### src/hw/rtl/assert_macros.svh
// Assertion helpers used by the top-level RTL unit.
`ifndef ASSERT_MACROS_SVH
`define ASSERT_MACROS_SVH

// Property that must hold on every clock edge out of reset.
`define FMRC_ASSERT(lbl, prop, msg) \
    lbl: assert property (@(posedge clk) disable iff (!rst_n) (prop)) else $error(msg);

// Implication whose consequent is checked on the next edge.
`define FMRC_ASSERT_NEXT(lbl, ante, cons, msg) \
    lbl: assert property (@(posedge clk) disable iff (!rst_n) (ante) |=> (cons)) else $error(msg);

`endif

### src/hw/rtl/fmrc_pkg.sv
package fmrc_pkg;

    localparam int STREAMS_DEFAULT = 65536;

    localparam logic [1:0] FUNC_BYTE        = 2'd0;
    localparam logic [1:0] FUNC_READ_STREAM = 2'd1;
    localparam logic [1:0] FUNC_READ_TOTAL  = 2'd2;

    localparam logic [2:0] HDR_LEN_FIRST = 3'd2;
    localparam logic [2:0] HDR_LAST      = 3'd5;

    localparam logic [7:0] TYPE_ACCEPT   = 8'h41;
    localparam logic [7:0] TYPE_CANCEL   = 8'h43;
    localparam logic [7:0] TYPE_EXECUTE  = 8'h45;
    localparam logic [7:0] TYPE_SYSTEM   = 8'h53;
    localparam logic [7:0] TYPE_REPLACE  = 8'h55;

    localparam logic [16:0] TYPE_POS     = 17'd3;
    localparam logic [16:0] SHARES_FIRST = 17'd26;
    localparam logic [16:0] SHARES_LAST  = 17'd29;
    localparam logic [15:0] MIN_LEN      = 16'd2;
    localparam logic [15:0] MIN_EXEC_LEN = 16'd28;

    typedef enum logic [2:0] {
        KIND_READOUT   = 3'd0,
        KIND_ACCEPTED  = 3'd1,
        KIND_CANCELED  = 3'd2,
        KIND_EXECUTED  = 3'd3,
        KIND_SYSTEM    = 3'd4,
        KIND_REPLACED  = 3'd5,
        KIND_MALFORMED = 3'd6
    } kind_t;

    typedef struct packed {
        logic [1:0]  func;
        logic [7:0]  cbyte;
        logic [15:0] sid;
        logic        payload;
        logic [31:0] pkts;
        logic [31:0] empties;
    } item_t;

    typedef struct packed {
        logic [16:0] pos;
        logic [15:0] len;
        logic [7:0]  mtype;
        logic [31:0] shares;
    } ctx_t;

    typedef struct packed {
        logic [31:0] accepted;
        logic [31:0] canceled;
        logic [31:0] replaced;
        logic [31:0] sys_cnt;
        logic [31:0] executed;
        logic [31:0] shares;
    } cnt_t;

    typedef struct packed {
        logic [31:0] empties;
        logic [31:0] pkts;
        logic [31:0] shares_sum;
        logic [31:0] executed;
        logic [31:0] canceled;
        logic [31:0] replaced;
        logic [31:0] sys_cnt;
        logic [31:0] accepted;
        logic [31:0] shares;
        logic [15:0] sid;
        kind_t       kind;
    } res_t;

endpackage

### src/hw/rtl/fmrc_upd.sv
module fmrc_upd
    import fmrc_pkg::*;
(
    input  logic  clk,
    input  logic  rst_n,
    input  logic  active,
    input  logic  commit,
    input  item_t item,
    input  ctx_t  ctx_in,
    input  cnt_t  cnt_in,
    output ctx_t  ctx_out,
    output logic  ctx_we,
    output cnt_t  cnt_out,
    output logic  cnt_we,
    output res_t  res,
    output logic  res_valid
);

    cnt_t        tot_reg, tot_next;
    logic [16:0] idx;
    logic        done;
    kind_t       kind;
    logic        counts;

    always_comb
    begin
        ctx_out = ctx_in;
        idx     = ctx_in.pos;
        priority if (idx == 17'd0)
        begin
            ctx_out.len    = {item.cbyte, 8'h00};
            ctx_out.mtype  = 8'h00;
            ctx_out.shares = 32'd0;
        end
        else if (idx == 17'd1)
        begin
            ctx_out.len = {ctx_in.len[15:8], ctx_in.len[7:0] | item.cbyte};
        end
        else if (idx == TYPE_POS)
        begin
            ctx_out.mtype = item.cbyte;
        end
        else if (idx >= SHARES_FIRST && idx <= SHARES_LAST)
        begin
            ctx_out.shares = {ctx_in.shares[23:0], item.cbyte};
        end
        else
        begin
            ctx_out = ctx_in;
        end

        // The message ends on its byte at offset length+1.
        done        = active && item.payload && (idx != 17'd0)
                      && (idx == {1'b0, ctx_out.len} + 17'd1);
        ctx_out.pos = done ? 17'd0 : idx + 17'd1;
        ctx_we      = active && item.payload;

        kind = KIND_MALFORMED;
        if (ctx_out.len >= MIN_LEN)
        begin
            unique case (ctx_out.mtype)
                TYPE_ACCEPT:  kind = KIND_ACCEPTED;
                TYPE_CANCEL:  kind = KIND_CANCELED;
                TYPE_EXECUTE: kind = (ctx_out.len < MIN_EXEC_LEN) ? KIND_MALFORMED
                                                                  : KIND_EXECUTED;
                TYPE_SYSTEM:  kind = KIND_SYSTEM;
                TYPE_REPLACE: kind = KIND_REPLACED;
                default:      kind = KIND_MALFORMED;
            endcase
        end
        counts = done && (kind != KIND_MALFORMED);
        cnt_we = counts;

        cnt_out  = cnt_in;
        tot_next = tot_reg;
        unique case (kind)
            KIND_ACCEPTED:
            begin
                cnt_out.accepted  = cnt_in.accepted + 32'd1;
                tot_next.accepted = tot_reg.accepted + 32'd1;
            end
            KIND_CANCELED:
            begin
                cnt_out.canceled  = cnt_in.canceled + 32'd1;
                tot_next.canceled = tot_reg.canceled + 32'd1;
            end
            KIND_EXECUTED:
            begin
                cnt_out.executed  = cnt_in.executed + 32'd1;
                cnt_out.shares    = cnt_in.shares + ctx_out.shares;
                tot_next.executed = tot_reg.executed + 32'd1;
                tot_next.shares   = tot_reg.shares + ctx_out.shares;
            end
            KIND_SYSTEM:
            begin
                cnt_out.sys_cnt  = cnt_in.sys_cnt + 32'd1;
                tot_next.sys_cnt = tot_reg.sys_cnt + 32'd1;
            end
            KIND_REPLACED:
            begin
                cnt_out.replaced  = cnt_in.replaced + 32'd1;
                tot_next.replaced = tot_reg.replaced + 32'd1;
            end
            default:
            begin
            end
        endcase

        res       = '0;
        res_valid = 1'b0;
        if (done)
        begin
            res_valid  = 1'b1;
            res.kind   = kind;
            res.sid    = item.sid;
            res.shares = (kind == KIND_EXECUTED) ? ctx_out.shares : 32'd0;
        end
        else if (active && (item.func == FUNC_READ_STREAM || item.func == FUNC_READ_TOTAL))
        begin
            res_valid      = 1'b1;
            res.kind       = KIND_READOUT;
            res.sid        = (item.func == FUNC_READ_STREAM) ? item.sid : 16'd0;
            res.accepted   = (item.func == FUNC_READ_STREAM) ? cnt_in.accepted : tot_reg.accepted;
            res.sys_cnt    = (item.func == FUNC_READ_STREAM) ? cnt_in.sys_cnt : tot_reg.sys_cnt;
            res.replaced   = (item.func == FUNC_READ_STREAM) ? cnt_in.replaced : tot_reg.replaced;
            res.canceled   = (item.func == FUNC_READ_STREAM) ? cnt_in.canceled : tot_reg.canceled;
            res.executed   = (item.func == FUNC_READ_STREAM) ? cnt_in.executed : tot_reg.executed;
            res.shares_sum = (item.func == FUNC_READ_STREAM) ? cnt_in.shares : tot_reg.shares;
            res.pkts       = item.pkts;
            res.empties    = item.empties;
        end
    end

    always_ff @(posedge clk or negedge rst_n)
    begin
        if (!rst_n)
        begin
            tot_reg <= '0;
        end
        else if (commit && counts)
        begin
            tot_reg <= tot_next;
        end
    end

endmodule

### config.mk
export PLATFORM = sky130hd
export DESIGN_NAME = fmrc_upd
export DESIGN_NICKNAME = d
export VERILOG_FILES = /design/src/hw/rtl/assert_macros.svh /design/src/hw/rtl/fmrc_pkg.sv /design/src/hw/rtl/fmrc_upd.sv
export SDC_FILE = /design/constraint.sdc
export NUM_CORES = 1
export LEC_CHECK = 0
export ABC_AREA = 0
export BUFFER_PORTS_ARGS = -buffer_cell sky130_fd_sc_hd__buf_2
export CAP_MARGIN = 20
export CORE_AREA = 2 2 362 364
export CTS_BUF_LIST = sky130_fd_sc_hd__clkbuf_4
export DETAILED_ROUTE_END_ITERATION = 6
export DIE_AREA = 0 0 364 366
export SLEW_MARGIN = 20
export SYNTH_ARGS = -nofsm -noshare
export SYNTH_HDL_FRONTEND = slang
export SYNTH_SLANG_ARGS = --single-unit
export TNS_END_PERCENT = 1
### constraint.sdc
create_clock -name clk -period 11.61 [get_ports clk]
set_input_delay 3.483 -clock clk [delete_from_list [all_inputs] [get_ports clk]]
set_output_delay 3.483 -clock clk [all_outputs]
set_load 0.005 [all_outputs]
==> impl_summary.log <==
[metrics] status: finished clean
[metrics] HPWL after detailed placement: 111000 um
[metrics] Num Clock Sinks: 192
[metrics] count of unresolved DRC violations after routing: 0
[metrics] Die Ht: 366 um
[metrics] Clock transition at path regs: approximately 0.18 ns
[metrics] Final Hold Viols: 0
[metrics] Yosys reg bits: 192
[metrics] number of nets in the layout: around 4300
[metrics] share of Yosys cell area claimed by the top area cell type: 22.7%
[metrics] headroom to the max-slew limit: about a quarter
[metrics] initial antenna violation count: between 40 and 50
[metrics] post-synthesis instance area: around 21000 sq um
[metrics] final instance count without filler cells: between 5000 and 6000
[metrics] global-route usage over all layers: a little under a fifth
[metrics] cell type contributing the most total cell area after synthesis: sky130_fd_sc_hd__dfrtp_1
[metrics] Clk Latency, worst-skew pair: 0.78 ns
[metrics] # fillers: 14500
[metrics] vias in the first global route: 24600
[metrics] mean routed wirelength per cell: ~23 um
[metrics] final count of pins violating max slew: 0
[metrics] Pwr per Cell Area: ~57 nW/um^2
[metrics] global-route wire length before repair: around 180000 um
[metrics] Core Rows: 132
[metrics] proportion of synthesized flip-flops having asynchronous set or reset: 100%
[metrics] most used flip-flop cell after synthesis: sky130_fd_sc_hd__dfrtp_1
[metrics] ratio of cells with drive above 1 in the final layout: 34.1%
[metrics] worst slack after detailed placement: -0.802 ns
[metrics] highest ir drop seen on vdd: 0.0404 mV
[metrics] share of the clock period used by the worst path after layout: 98.4%
[metrics] first drt pass iteration count: 6
[metrics] total gr overflow: 0
[metrics] delay-heaviest family, CP: simple AND/OR/NAND/NOR gates
[metrics] Critical Path AT: between 7 and 8 ns
[metrics] die area: 133000 sq um
[metrics] Reg2Reg Launch Point: tot_reg[1]$_DFFE_PN0P_
[metrics] post-DR vias/cell: 4.53
[metrics] total detailed-routing wirelength: around 130000 um
[metrics] Core Area: 129000 sq um
[metrics] Cell variety after synth: 80
[metrics] floorplan die width: 364 um
[metrics] setup ws final: 0.186 ns
[metrics] clock root buffer: sky130_fd_sc_hd__clkbuf_4
[metrics] number of buffers inserted by port buffering: 934
[metrics] effective utilization at floorplan: 16.4%
[metrics] Hold-fix buffers, CTS: 0
[metrics] cell count after synthesis: roughly 2800
[metrics] Hold Path Class: reg -> reg
[metrics] Post-Place Cell Area: 29500 sq um
[metrics] Final GP Congestion: around 0.95
[metrics] synth top area cells: sky130_fd_sc_hd__dfrtp_1 (23%), sky130_fd_sc_hd__mux2i_1 (11%), sky130_fd_sc_hd__xnor2_1 (11%)
[metrics] Area growth syn-to-layout: 42.7%
[metrics] Leakage Power: about 0.015 uW
[metrics] TritonCTS buffer count: 17
[metrics] sequential cell area: 4800 sq um
[metrics] clock tree from TritonCTS: yes
[metrics] slowest stage delay, CP: 0.55 ns
[metrics] H-tree depth reported by CTS: 4
[metrics] source of the worst hold timing path: tot_reg[191]$_DFFE_PN0P_
[metrics] max-capacitance violation count: 0
[metrics] max FFs per register: 192
[metrics] Placed Cells: 5531
[metrics] final standard cell area without fillers: 30200 sq um
[metrics] remaining number of nets flagged by the antenna check after routing: 0
[metrics] CP startpoint kind: input pin
[metrics] required time worst endpoint: 8.13 ns
[metrics] number of enable-type register cells in the synthesized netlist: 0
[metrics] Worst-Margin Slew: 1.11 ns
[metrics] number of vias in the routed layout: 25300
[metrics] count of final setup violators: 0
[metrics] Crit path top cell by count: sky130_fd_sc_hd__buf_4
[metrics] Clock Skews: 0.0569 ns
[metrics] average cell area after synthesis: 7.64 sq um
[metrics] clock period minus worst slack: 11.42 ns
[metrics] Max Freq: slightly below 90 MHz
[metrics] RSZ-0062 raised after global routing: no
[metrics] area of the multi-input gates: 15900 sq um
[metrics] IO Count: 935
[metrics] DR iter-0 viols: 1838
[metrics] crit path from: ctx_in[63]
[metrics] worst-path fanout max: 5
[metrics] critical path's slowest cell: sky130_fd_sc_hd__or4_1
[metrics] maximum number of pins on one net before global-route repair: 86
[metrics] critical path cell sequence: buf_2 > or4_1 > buf_4 > nor3_4 > nand2_4 > mux2i_2 > nor2_1 > buf_4 > ha_1 > inv_1 > a2111o_1 > a211oi_2 > nand2_1 > nor3b_2 > nor4bb_1 > buf_4 > nor2_4 > buf_4 > a21o_1 > a211oi_1 > o41ai_2 > buf_2
[metrics] endpoint class of the critical path: primary output
[metrics] yosys synthesis warning count: 0
[metrics] sequential cell area fraction in the yosys report: 22.7%
[metrics] crit path buf inv count: 7
[metrics] clk buf depth: 2
[metrics] net count after synthesis: between 3000 and 4000
[metrics] worst setup path category: in -> out
==> timing repair <==
| item | in CTS | in global routing |
|---|---|---|
| cloned | 0 | 1 |
| buffers inserted | 7 | 6 |
| endpoints found under the setup margin | 28 | 63 |
| pin swaps | 5 | 13 |
| resized for setup | 20 | 38 |
==> layer usage <==
metal,global-route usage (%),wire [um],part of all wire [%]
met5,0,234,0.18
met1,23.9,55800,43
met4,5.20,3710,2.9
met2,30.5,59100,46
met3,4.49,9800,7.6
==> worst paths after layout <==
| check | to | cells after the start | slack (ns) |
|---|---|---|---|
| max in group asynchronous | tot_reg[157]$_DFFE_PN0P_ | 2 | 7.39 |
| max | cnt_out[20] | 22 | 0.19 |
| min | tot_reg[191]$_DFFE_PN0P_ | 1 | 0.48 |
| max reg2reg | tot_reg[30]$_DFFE_PN0P_ | 11 | 7.75 |
| min in group asynchronous | tot_reg[31]$_DFFE_PN0P_ | 1 | 2.73 |
| min reg2reg | tot_reg[191]$_DFFE_PN0P_ | 1 | 0.48 |
==> cells in the mapped netlist, types with 8 or more instances <==
master                     count
sky130_fd_sc_hd__o21bai_1      8
sky130_fd_sc_hd__nor3_1       91
sky130_fd_sc_hd__or2_2        16
sky130_fd_sc_hd__inv_1        69
sky130_fd_sc_hd__nand2_1     280
sky130_fd_sc_hd__ha_1         69
sky130_fd_sc_hd__and3_1       83
sky130_fd_sc_hd__o21a_1       16
sky130_fd_sc_hd__a21oi_1      91
sky130_fd_sc_hd__a31oi_1      12
sky130_fd_sc_hd__nor2_1      392
sky130_fd_sc_hd__clkbuf_1    114
sky130_fd_sc_hd__o31ai_1      16
sky130_fd_sc_hd__and4_1       23
sky130_fd_sc_hd__nor2b_1      31
sky130_fd_sc_hd__o21ai_0      74
sky130_fd_sc_hd__dfrtp_1     192
sky130_fd_sc_hd__mux2i_1     228
sky130_fd_sc_hd__and2_1       90
sky130_fd_sc_hd__or3_1        14
sky130_fd_sc_hd__nand3_1     124
sky130_fd_sc_hd__nand4_1      80
sky130_fd_sc_hd__nor4_1       24
sky130_fd_sc_hd__nand2b_1     18
sky130_fd_sc_hd__a21o_1       34
sky130_fd_sc_hd__xnor2_1     257
sky130_fd_sc_hd__nor3b_1      15
sky130_fd_sc_hd__xor2_1      152
sky130_fd_sc_hd__buf_1        15
sky130_fd_sc_hd__mux2_2       10
sky130_fd_sc_hd__o211ai_1     10
sky130_fd_sc_hd__a211oi_1     10
sky130_fd_sc_hd__or4_1         9
==> cell type report <==
| cell class | count | share of cell area [%] |
|---|---|---|
| Sequential cell | 192 | 15.9 |
| Clock buffer | 17 | 0.422 |
| Clock inverter | 15 | 0.555 |
| Timing Repair Buffer | 1175 | 22.4 |
| Multi-Input combinational cell | 2366 | 52.5 |
| Tap cell | 1742 | 7.21 |
| Inverter | 69 | 0.857 |
| Antenna cell | 16 | 0.133 |
==> cells by family (layout without fill, tap and decap cells) <==
kind of cell	after synthesis	count (layout)	synth area share [%]
adders and majority gates	75	75	4.36
other	0	16	0
DFF	192	192	22.7
xor gates and xnor gates	410	410	17.0
buffers and inverters	212	1276	4.04
AOI/OAI and AO/OA	316	316	9.42
muxes	238	238	11.3
and+or+nand+nor	1327	1327	31.1
==> placed cells by master (no fill, tap or decap), types with 84 or more instances in the layout <==
cell type | Yosys | routed
sky130_fd_sc_hd__mux2i_1 | 228 | 225
sky130_fd_sc_hd__nor2_1 | 392 | 382
sky130_fd_sc_hd__nand2_1 | 280 | 279
sky130_fd_sc_hd__xnor2_1 | 257 | 256
sky130_fd_sc_hd__buf_2 | 6 | 928
sky130_fd_sc_hd__dfrtp_1 | 192 | 192
sky130_fd_sc_hd__and2_1 | 90 | 90
sky130_fd_sc_hd__nor3_1 | 91 | 84
sky130_fd_sc_hd__buf_4 | 2 | 222
sky130_fd_sc_hd__nand3_1 | 124 | 123
sky130_fd_sc_hd__a21oi_1 | 91 | 84
sky130_fd_sc_hd__xor2_1 | 152 | 152
==> stage by stage <==
step                power (uW)  util, %  hold slack [ns]  setup TNS (ns)
detailed placement        1330     22.9            0.462           -6.96
global route              1840     23.4            0.513               0
finish                    1740     23.4            0.480               0
CTS                       1760     23.2            0.486               0
global placement          1330     22.9            0.459           -6.40
floorplan                  954        -            0.441               0
==> worst register-to-register path, cell delays in order, from the launching register on <==
cell and delay, ns:
sky130_fd_sc_hd__dfrtp_1 0.52, sky130_fd_sc_hd__xnor2_1 0.18, sky130_fd_sc_hd__ha_1 0.20, sky130_fd_sc_hd__nand4b_1 0.22, sky130_fd_sc_hd__maj3_1 0.42, sky130_fd_sc_hd__maj3_1 0.44, sky130_fd_sc_hd__o211ai_1 0.43, sky130_fd_sc_hd__a31oi_1 0.26
sky130_fd_sc_hd__nor4_1 0.58, sky130_fd_sc_hd__nor2_1 0.22, sky130_fd_sc_hd__o211ai_1 0.22, sky130_fd_sc_hd__a21oi_1 0.06
==> power by group <==
| part | total, uW | switching (uW) | leakage (uW) | internal (uW) |
|---|---|---|---|---|
| Clock | 407 | 307 | 0.000155 | 100 |
| Sequential | 669 | 0.00000156 | 0.00262 | 669 |
| Combinational | 660 | 391 | 0.0120 | 269 |
| Total | 1740 | 698 | 0.0147 | 1040 |
Note: power is estimated with default switching activity, not from simulation.
