===== config.mk =====
export PLATFORM = sky130hd
export DESIGN_NAME = fmrc_ram
export DESIGN_NICKNAME = d
export VERILOG_FILES = /design/src/hw/rtl/assert_macros.svh /design/src/hw/rtl/fmrc_pkg.sv /design/src/hw/rtl/fmrc_ram.sv
export SDC_FILE = /design/constraint.sdc
export NUM_CORES = 1
export LEC_CHECK = 0
export BUFFER_PORTS_ARGS = -buffer_cell sky130_fd_sc_hd__buf_2
export CORE_MARGIN = 8
export CORE_UTILIZATION = 50
export DETAILED_ROUTE_END_ITERATION = 7
export HOLD_SLACK_MARGIN = 0.15
export PLACE_DENSITY = 0.84
export SLEW_MARGIN = 25
export SYNTH_ARGS = -nofsm -noshare
export SYNTH_HDL_FRONTEND = slang
export SYNTH_SLANG_ARGS = --single-unit

===== constraint.sdc =====
create_clock -name clk -period 1.2 [get_ports clk]
set_clock_uncertainty 0.15 [all_clocks]
set_input_delay 0.12 -clock clk [delete_from_list [all_inputs] [get_ports clk]]
set_output_delay 0.12 -clock clk [all_outputs]
set_load 0.02 [all_outputs]

===== src/hw/rtl/assert_macros.svh =====
// Assertion helpers used by the top-level RTL unit.
`ifndef ASSERT_MACROS_SVH
`define ASSERT_MACROS_SVH

// Property that must hold on every clock edge out of reset.
`define FMRC_ASSERT(lbl, prop, msg) \
    lbl: assert property (@(posedge clk) disable iff (!rst_n) (prop)) else $error(msg);

// Implication whose consequent is checked on the next edge.
`define FMRC_ASSERT_NEXT(lbl, ante, cons, msg) \
    lbl: assert property (@(posedge clk) disable iff (!rst_n) (ante) |=> (cons)) else $error(msg);

`endif


===== src/hw/rtl/fmrc_pkg.sv =====
package fmrc_pkg;

    localparam int STREAMS_DEFAULT = 65536;

    localparam logic [1:0] FUNC_BYTE        = 2'd0;
    localparam logic [1:0] FUNC_READ_STREAM = 2'd1;
    localparam logic [1:0] FUNC_READ_TOTAL  = 2'd2;

    localparam logic [2:0] HDR_LEN_FIRST = 3'd2;
    localparam logic [2:0] HDR_LAST      = 3'd5;

    localparam logic [7:0] TYPE_ACCEPT   = 8'h41;
    localparam logic [7:0] TYPE_CANCEL   = 8'h43;
    localparam logic [7:0] TYPE_EXECUTE  = 8'h45;
    localparam logic [7:0] TYPE_SYSTEM   = 8'h53;
    localparam logic [7:0] TYPE_REPLACE  = 8'h55;

    localparam logic [16:0] TYPE_POS     = 17'd3;
    localparam logic [16:0] SHARES_FIRST = 17'd26;
    localparam logic [16:0] SHARES_LAST  = 17'd29;
    localparam logic [15:0] MIN_LEN      = 16'd2;
    localparam logic [15:0] MIN_EXEC_LEN = 16'd28;

    typedef enum logic [2:0] {
        KIND_READOUT   = 3'd0,
        KIND_ACCEPTED  = 3'd1,
        KIND_CANCELED  = 3'd2,
        KIND_EXECUTED  = 3'd3,
        KIND_SYSTEM    = 3'd4,
        KIND_REPLACED  = 3'd5,
        KIND_MALFORMED = 3'd6
    } kind_t;

    typedef struct packed {
        logic [1:0]  func;
        logic [7:0]  cbyte;
        logic [15:0] sid;
        logic        payload;
        logic [31:0] pkts;
        logic [31:0] empties;
    } item_t;

    typedef struct packed {
        logic [16:0] pos;
        logic [15:0] len;
        logic [7:0]  mtype;
        logic [31:0] shares;
    } ctx_t;

    typedef struct packed {
        logic [31:0] accepted;
        logic [31:0] canceled;
        logic [31:0] replaced;
        logic [31:0] sys_cnt;
        logic [31:0] executed;
        logic [31:0] shares;
    } cnt_t;

    typedef struct packed {
        logic [31:0] empties;
        logic [31:0] pkts;
        logic [31:0] shares_sum;
        logic [31:0] executed;
        logic [31:0] canceled;
        logic [31:0] replaced;
        logic [31:0] sys_cnt;
        logic [31:0] accepted;
        logic [31:0] shares;
        logic [15:0] sid;
        kind_t       kind;
    } res_t;

endpackage


===== src/hw/rtl/fmrc_ram.sv =====
module fmrc_ram
    import fmrc_pkg::*;
#(
    parameter int WIDTH = 8,
    parameter int DEPTH = 2,
    localparam int AW = (DEPTH > 1) ? $clog2(DEPTH) : 1
)
(
    input  logic             clk,
    input  logic             we,
    input  logic [AW-1:0]    waddr,
    input  logic [WIDTH-1:0] wdata,
    input  logic             re,
    input  logic [AW-1:0]    raddr,
    output logic [WIDTH-1:0] rdata
);

    logic [WIDTH-1:0] mem [DEPTH];
    logic [WIDTH-1:0] rdata_reg;

    always_ff @(posedge clk)
    begin
        if (we)
        begin
            mem[waddr] <= wdata;
        end
        if (re)
        begin
            rdata_reg <= mem[raddr];
        end
    end

    assign rdata = rdata_reg;

endmodule


==> results.cfg, run 1 <==
[sta]
setup_total_negative_slack_ns = 0
post-route-period-util = 0.982
rsz0062_at_grt = false
maxClockFrequency_mhz = 849
hold_viol = 0
final.min_clock_period_ns = 1.18
final_max_slew_violation_count = 0
final-setup-viol-count = 0
timing.slew.headroom = 0.754
tightestPinTransition_ns = 0.369

[synthesis]
main_combinational_cell_family_by_area_after_synthesis = multiplexers
synth_simple_gate_area_frac = 0.0145
postSynthNetCount = 48
post_synth_num_cell_types = 5
synth_xor_area_frac = 0
postSynthCellCount = 35
netlist_area_sq_um = 865
yosys.area_share.adder = 0
seq_area_frac_synth = 0.834
post_synth.cell_area_avg_sq_um = 24.7
synth.ff_latch_count = 24
synth.area.mux_share = 0.139
synth_compound_area_frac = 0
syn_warnings = 0

[grt]
grt_overall_usage = 0.0807
grt_max_degree = 14
antenna_violations_before_repair = 0
via_count_of_the_first_global_routing_pass = 458
overflow = 0
first_pass_grt_wire_length_um = 1970

[layout]
area_growth_syn_to_layout_pct = 28.2
final_net_count = 83
layout.cells.most_common_list = 24 x sky130_fd_sc_hd__edfxtp_1, 20 x sky130_fd_sc_hd__buf_2, 10 x sky130_fd_sc_hd__dlygate4sd3_1
mostFrequentLayoutCell = sky130_fd_sc_hd__edfxtp_1
largest_reg_flops = 16
insertedDiodeCount = 0
drive_gt1_frac = 0.464

[power]
total_leakage_power_nw = 0.440
p_per_area_mw_per_mm2 = 1350
vdd_drop_max_uv = 811
finalPower_mw = 1.50

[detailed_routing]
vias_per_cell = 4.97
route.antenna.remaining_nets = 0
first_iter_violations = 12
drt_wl_total_um = 1330
drc = 0
route.detailed.wl_per_inst_um = 15.4
via_count = 427
drt_first_pass_iters = 2

[clock_tree]
clock_latency_ns = 0.31
clockBufferDepth = 2
clock_tree.root_cell = sky130_fd_sc_hd__clkbuf_4
cts_inserted_buffers = 3
cts-htree-levels = 1
clk_transition_reported_paths_ns = 0.13
total_clock_sinks = 24
clock_tree_from_tritoncts = built
cts.repair_timing.setup_buffer_count = 0

[worst_setup_path]
critPathLaunchType = primary input
timing_worst_setup_path_type = primary input to flip-flop
maximum_fanout_along_the_worst_path = 8
rrSetupSlack_ns = 0.13
critical_path_required_ns = 1.07
critPathArrivalTime_ns = 1.04
cp-end-kind = flip-flop

[floorplanning]
design.core.area_sq_mm = 0.00167
die_y_um = 57.6
floorplan_die_area_sq_mm = 0.00332
top_level_ports = 21
die_width_um = 57.6
rows = 15
starting_density_of_the_core = 0.518

[placed_design]
port_buffers = 20
gp_congestion = 0.664

[status]
result_of_the_run = finished clean

[min_path]
worstHoldPathType = primary input to flip-flop

[run]
max_cap_violations = 0
-- cell families after synthesis --
group / Yosys count
flops: 24
mux: 8
simple gates: 2
buf+inv: 1
-- routing by layer --
| layer | global-route usage | vias to the layer above | routed length [um] |
|---|---|---|---|
| met5 | 0 | - | 0 |
| met4 | 0.0429 | 0 | 0 |
| met3 | 0.0336 | 0 | 104 |
| met2 | 0.148 | 17 | 679 |
| met1 | 0.0732 | 206 | 542 |
| li1 | - | 204 | - |
-- through the flow --
step	instance area (sq um)	util	hold slack, ns	worst slack (ns)	std cells
floorplan	865	-	0.0689	0.137	35
global placement	982	0.588	0.158	0.122	72
detailed placement	982	0.588	0.164	0.0967	72
CTS	1110	0.664	0.157	0.0376	86
global route	1110	0.664	0.153	0.00362	86
finish	1110	0.664	0.156	0.0217	86
-- layout make-up --
type | count | area (sq um)
tap | 17 | 21.3
sequential | 24 | 721
fill | 118 | 562
multi-input combinational | 10 | 133
clock buffer | 3 | 22.5
clock inverter | 1 | 3.75
timing repair buffer | 31 | 208
-- path summary, 6_finish.rpt --
check,endpoint,startpoint,cells past startpoint
worst max-delay path,mem[0][2],waddr,4
worst min-delay path,rdata[3],raddr,2
worst max register to register,rdata[7],mem[1][7],1
worst min register to register,rdata[3],mem[0][3],1
-- critical path, cell delays in order --
cell	delay, ns
sky130_fd_sc_hd__buf_2	0.10
sky130_fd_sc_hd__dlygate4sd3_1	0.54
sky130_fd_sc_hd__nor2b_1	0.11
sky130_fd_sc_hd__buf_4	0.17
-- synth_stat cells, drive strengths merged --
cell type	count	area, sq um
buf	1	11.3
nor2b	1	6.26
mux2	8	120
edfxtp	24	721
and2	1	6.26
-- report_power, final --
group | total [mW] | internal [mW] | leakage (nW) | switching, mW
registers | 1.00 | 0.989 | 0.228 | 0.0145
clock network | 0.335 | 0.121 | 0.0154 | 0.214
logic | 0.161 | 0.0874 | 0.196 | 0.0741
total | 1.50 | 1.20 | 0.440 | 0.302
-- repair_timing --
action,4_1_cts,5_1_grt
hold buffers,10,0
gates resized for setup,0,0
endpoints found under the hold margin,32,0
No activity file was read; power rests on OpenSTA's default activity.
==> inputs of run 2 (changes only) <==
ABC_AREA = 1   (was not set)
CORE_UTILIZATION = 49   (was 50)
PLACE_DENSITY = 0.83   (was 0.84)
==> run 2 against run 1 <==
Against the previous run:
- wire length is 2.7% lower
- fmax rose by 0.17%
- sequential share of layout area up 0.82 points
- clock-buffer cell count stayed put
- register-to-register slack improved by 0.17 ns
- cell count is 23% higher
- sequential cell count unchanged
- critical path depth is the same
==> results.cfg, run 2 <==
[layout]
mostFrequentLayoutCell = sky130_fd_sc_hd__nand2_1
fillerInstances = 126
final_net_count = 103
layout.cells.most_common_list = 25 x sky130_fd_sc_hd__nand2_1, 24 x sky130_fd_sc_hd__edfxtp_1, 20 x sky130_fd_sc_hd__buf_2
area_growth_syn_to_layout_pct = 30.2
drive_gt1_frac = 0.281
largest_reg_flops = 16
stdcell_count = 106
insertedDiodeCount = 0

[min_path]
timing.hold.worst_endpoint = mem[0][6]
timing.hold.worst.start = we
holdPathStages = 4
worstHoldPathType = primary input to flip-flop

[worst_setup_path]
critical_path_required_ns = 1.07
cp-end-kind = flip-flop
timing_worst_setup_path_type = primary input to flip-flop
rrSetupSlack_ns = 0.30
rr_worst_depth = 2
regToRegStartpoint = mem[1][3]
startpoint = waddr
critPathArrivalTime_ns = 1.04
maximum_fanout_along_the_worst_path = 8
critPathLaunchType = primary input
r2r-end = rdata[3]

[clock_tree]
clock_tree_from_tritoncts = built
cts_inserted_buffers = 3
clock_tree.root_cell = sky130_fd_sc_hd__clkbuf_4
cts-htree-levels = 1
total_clock_sinks = 24
clk_transition_reported_paths_ns = 0.13
cts.repair_timing.setup_buffer_count = 0
clock_latency_ns = 0.29
clockBufferDepth = 2

[synthesis]
syn_warnings = 0
seq_area_frac_synth = 0.857
yosys.cell_count.top_type = sky130_fd_sc_hd__nand2_1
postSynthCellCount = 54
dominantRegCellSynth = sky130_fd_sc_hd__edfxtp_1
synth.largest_area_cell = sky130_fd_sc_hd__edfxtp_1
asyncSetResetFlopFracSynth = 0
netlist_area_sq_um = 841
postSynthNetCount = 67
netlist_top_cells_area = sky130_fd_sc_hd__edfxtp_1 86%, sky130_fd_sc_hd__nand2_1 11%, sky130_fd_sc_hd__buf_6 1.3%
synth-edff-count = 24
ys_top_cells_by_count = 25 x sky130_fd_sc_hd__nand2_1, 24 x sky130_fd_sc_hd__edfxtp_1, 2 x sky130_fd_sc_hd__inv_1
post_synth_num_cell_types = 6
synth.ff_latch_count = 24
post_synth.cell_area_avg_sq_um = 15.6
post-synth-top-area-fraction = 0.857

[run]
max_cap_violations = 0

[grt]
overflow = 0
grt_max_degree = 14
first_pass_grt_wire_length_um = 2120
via_count_of_the_first_global_routing_pass = 496
grt_overall_usage = 0.0849
antenna_violations_before_repair = 0

[floorplanning]
die_width_um = 57.4
design.core.area_sq_mm = 0.00167
top_level_ports = 21
die_y_um = 57.4
starting_density_of_the_core = 0.503
rows = 15
floorplan_die_area_sq_mm = 0.00330

[power]
total_leakage_power_nw = 0.468
finalPower_mw = 1.48
vdd_drop_max_uv = 818
p_per_area_mw_per_mm2 = 1350

[detailed_routing]
via_count = 496
drt_first_pass_iters = 2
vias_per_cell = 4.68
first_iter_violations = 2
drc = 0
route.detailed.wl_per_inst_um = 12.2
drt_wl_total_um = 1290
route.antenna.remaining_nets = 0

[sta]
final.min_clock_period_ns = 1.18
setup_total_negative_slack_ns = 0
hold_viol = 0
maxClockFrequency_mhz = 850
final-setup-viol-count = 0
timing.slew.headroom = 0.790
final_max_slew_violation_count = 0
post-route-period-util = 0.980
tightestPinTransition_ns = 0.314
rsz0062_at_grt = false

[placed_design]
gp_congestion = 0.677
port_buffers = 20
number_of_placed_cells_counting_well_taps = 91

[status]
result_of_the_run = finished clean
## run 2: cell count changes after synthesis
cell,delta
sky130_fd_sc_hd__and2_1,-1
sky130_fd_sc_hd__inv_1,+2
sky130_fd_sc_hd__inv_2,+1
sky130_fd_sc_hd__mux2_4,-8
sky130_fd_sc_hd__nand2_1,+25
sky130_fd_sc_hd__nor2_1,+1
sky130_fd_sc_hd__nor2b_1,-1
## run 2: logic make-up (layout without fill, tap and decap cells)
logic type,Yosys count,count (layout),share of synthesized area
buf+inv,4,39,0.0268
flops,24,24,0.857
simple gates,26,26,0.116
## run 2: layout make-up
class | instances | area (sq um) | area share
inverter | 3 | 11.3 | 0.0103
timing repair buffer | 32 | 218 | 0.199
clock buffer | 3 | 22.5 | 0.0206
tap | 17 | 21.3 | 0.0194
multi-input combinational | 26 | 97.6 | 0.0891
clock inverter | 1 | 3.75 | 0.00343
sequential | 24 | 721 | 0.658
## run 2: per-stage QoR
stage	setup slack [ns]	area [sq um]	hold slack [ns]	utilization
6_report	0.0238	1090	0.155	0.655
5_1_grt	0.00686	1090	0.169	0.655
4_1_cts	0.0385	1090	0.159	0.655
3_5_place_dp	0.193	958	0.164	0.574
3_3_place_gp	0.255	958	0.159	0.574
2_1_floorplan	0.170	841	0.0689	-
## run 2: metal layers
| layer | wire length [um] | global-route usage | share of wire | vias to the layer above |
|---|---|---|---|---|
| li1 | - | - | - | 253 |
| met1 | 499 | 0.0866 | 0.39 | 221 |
| met2 | 641 | 0.138 | 0.50 | 20 |
| met3 | 126 | 0.0381 | 0.098 | 2 |
| met4 | 22 | 0.0536 | 0.017 | 0 |
| met5 | 0 | 0 | 0 | - |
## run 2: power breakdown
group / leakage (nW) / total (mW) / switching, mW / internal (mW)
combinational: 0.223 / 0.143 / 0.0795 / 0.0638
sequential: 0.230 / 1.00 / 0.0137 / 0.988
clock: 0.0154 / 0.336 / 0.215 / 0.121
total: 0.468 / 1.48 / 0.308 / 1.17
## run 2: worst max-delay path by stage
stage                 to  cells after the start
2_1_floorplan  mem[0][0]                      2
3_3_place_gp   mem[1][2]                      3
3_5_place_dp   mem[1][5]                      3
4_1_cts        mem[0][4]                      4
5_1_grt        mem[0][2]                      4
6_report       mem[0][2]                      4
## run 2: critical path, cell delays in order
cell and delay, ns:
sky130_fd_sc_hd__buf_2 0.10, sky130_fd_sc_hd__dlygate4sd3_1 0.55, sky130_fd_sc_hd__nor2_1 0.10, sky130_fd_sc_hd__buf_4 0.17
## run 2: repair_timing
action                                 4_1_cts  5_1_grt
resized for setup                            0        0
setup endpoints to repair                    0        0
hold buffers                                11        0
endpoints found under the hold margin       40        0
==> inputs of run 3 (changes only) <==
clock period = 1.25 ns   (was 1.2 ns; I/O delays follow)
==> run 3 against run 2 <==
Against the previous run:
- first-iteration DRC count is the same
- wire length increased by 0.31%
- final area did not move
- non-clock buffer count unchanged
- clock-buffer cell count unchanged
- cell count did not move
- core utilization stayed put
- register-to-register slack better by 0.05 ns
- critical endpoint is now mem[1][4]
==> results.cfg, run 3 (same netlist as run 2, synthesis figures left out) <==
[status]
result_of_the_run = finished clean

[layout]
drive_gt1_frac = 0.281
largest_reg_flops = 16
area_growth_syn_to_layout_pct = 30.2
insertedDiodeCount = 0
layout.cells.most_common_list = 25 x sky130_fd_sc_hd__nand2_1, 24 x sky130_fd_sc_hd__edfxtp_1, 20 x sky130_fd_sc_hd__buf_2
mostFrequentLayoutCell = sky130_fd_sc_hd__nand2_1
final_net_count = 103
final_util = 0.655

[worst_setup_path]
critPathMaxStageDelay_ns = 0.52
cp-end-kind = flip-flop
maximum_fanout_along_the_worst_path = 8
timing.critical_path.buf_inv = 3
rr_worst_depth = 2
critPathArrivalTime_ns = 1.04
critPathLaunchType = primary input
critical_path.cell_chain = dlygate4sd3_1, buf_2, nand2_1, inv_1
path_delay_family = buffers and inverters
timing_worst_setup_path_type = primary input to flip-flop
critical_path.slowest_cell = sky130_fd_sc_hd__dlygate4sd3_1
worst-path-stages = 4
critical_path_required_ns = 1.08

[clock_tree]
clock_tree.root_cell = sky130_fd_sc_hd__clkbuf_4
clockBufferDepth = 2
cts.repair_timing.setup_buffer_count = 0
total_clock_sinks = 24
cts-htree-levels = 1
clk_transition_reported_paths_ns = 0.13
ctsResizeCount = 0
clock_latency_ns = 0.29
cts_inserted_buffers = 3
clock_tree_from_tritoncts = built

[power]
swShare = 0.208
seq_pwr_share = 0.677
total_leakage_power_nw = 0.468
internal-power_mw = 1.13
power.share.clock = 0.227
vdd_drop_max_uv = 795
p_per_area_mw_per_mm2 = 1300
comb_power_share = 0.097
power.switching_mw = 0.296

[sta]
setup_total_negative_slack_ns = 0
rsz0062_at_grt = false
final.min_clock_period_ns = 1.21
final-setup-viol-count = 0
final_max_slew_violation_count = 0
hold_viol = 0
timing.slew.headroom = 0.791
post-route-period-util = 0.969
tightestPinTransition_ns = 0.314
maxClockFrequency_mhz = 825

[grt]
first_pass_grt_wire_length_um = 2100
via_count_of_the_first_global_routing_pass = 492
grt_overall_usage = 0.0844
overflow = 0
grt_max_degree = 14
antenna_violations_before_repair = 0

[run]
max_cap_violations = 0

[detailed_routing]
drt_wl_total_um = 1290
drt_first_pass_iters = 2
vias_per_cell = 4.69
drc = 0
via_count = 497
first_iter_violations = 2
route.detailed.wl_per_inst_um = 12.2
route.antenna.remaining_nets = 0

[floorplanning]
die_y_um = 57.4
starting_density_of_the_core = 0.503
top_level_ports = 21
design.core.area_sq_mm = 0.00167
floorplan_die_area_sq_mm = 0.00330
die_width_um = 57.4
rows = 15

[placed_design]
port_buffers = 20
gp_congestion = 0.677

[min_path]
holdPathStages = 4
worstHoldPathType = primary input to flip-flop
run 3: worst paths after layout:
check | from | end | slack [ns]
worst min-delay path | we | mem[0][6] | 0.16
worst min register to register | mem[0][4] | rdata[4] | 0.38
worst max register to register | mem[1][3] | rdata[3] | 0.35
worst max-delay path | waddr | mem[1][4] | 0.04
run 3: cell type report:
| cell class | instances | area, sq um |
|---|---|---|
| sequential | 24 | 721 |
| clock buffer | 3 | 22.5 |
| multi-input combinational | 26 | 97.6 |
| timing repair buffer | 32 | 218 |
| inverter | 3 | 11.3 |
| fill | 126 | 576 |
| clock inverter | 1 | 3.75 |
| tap | 17 | 21.3 |
run 3: per-stage QoR:
| stage | setup slack [ns] | cell area [sq um] | instances | total power, mW | hold WS, ns |
|---|---|---|---|---|---|
| final | 0.0384 | 1090 | 106 | 1.42 | 0.160 |
| after CTS | 0.0322 | 1090 | 106 | 1.43 | 0.164 |
| after global routing | 0.0248 | 1090 | 106 | 1.49 | 0.174 |
| after floorplan | 0.215 | 841 | 54 | 1.04 | 0.0739 |
| after detailed placement | 0.238 | 958 | 91 | 1.09 | 0.169 |
| after global placement | 0.300 | 958 | 91 | 1.09 | 0.164 |
run 3: tightest hold or removal path, cell delays in order:
cell                     delay, ns
sky130_fd_sc_hd__buf_2        0.08
sky130_fd_sc_hd__inv_1        0.03
sky130_fd_sc_hd__nor2_1       0.07
sky130_fd_sc_hd__buf_4        0.17
run 3: power by group through the flow:
stage / Sequential (mW) / Combinational (mW) / Clock (mW)
after floorplan: 1.00 / 0.0371 / 0
after global placement: 0.979 / 0.109 / 0
after detailed placement: 0.982 / 0.113 / 0
after CTS: 0.963 / 0.140 / 0.330
after global routing: 0.967 / 0.152 / 0.370
final: 0.962 / 0.138 / 0.322
run 3: repair_timing:
item	CTS	global route
hold buffers	11	0
setup endpoints to repair	0	0
endpoints found under the hold margin	40	0
run 3: metal layers:
layer | vias to the layer above | part of all wire | GRT usage
met2 | 20 | 0.50 | 0.138
met1 | 222 | 0.39 | 0.0853
met5 | - | 0 | 0
met4 | 0 | 0.017 | 0.0536
met3 | 2 | 0.097 | 0.0381
li1 | 253 | - | -
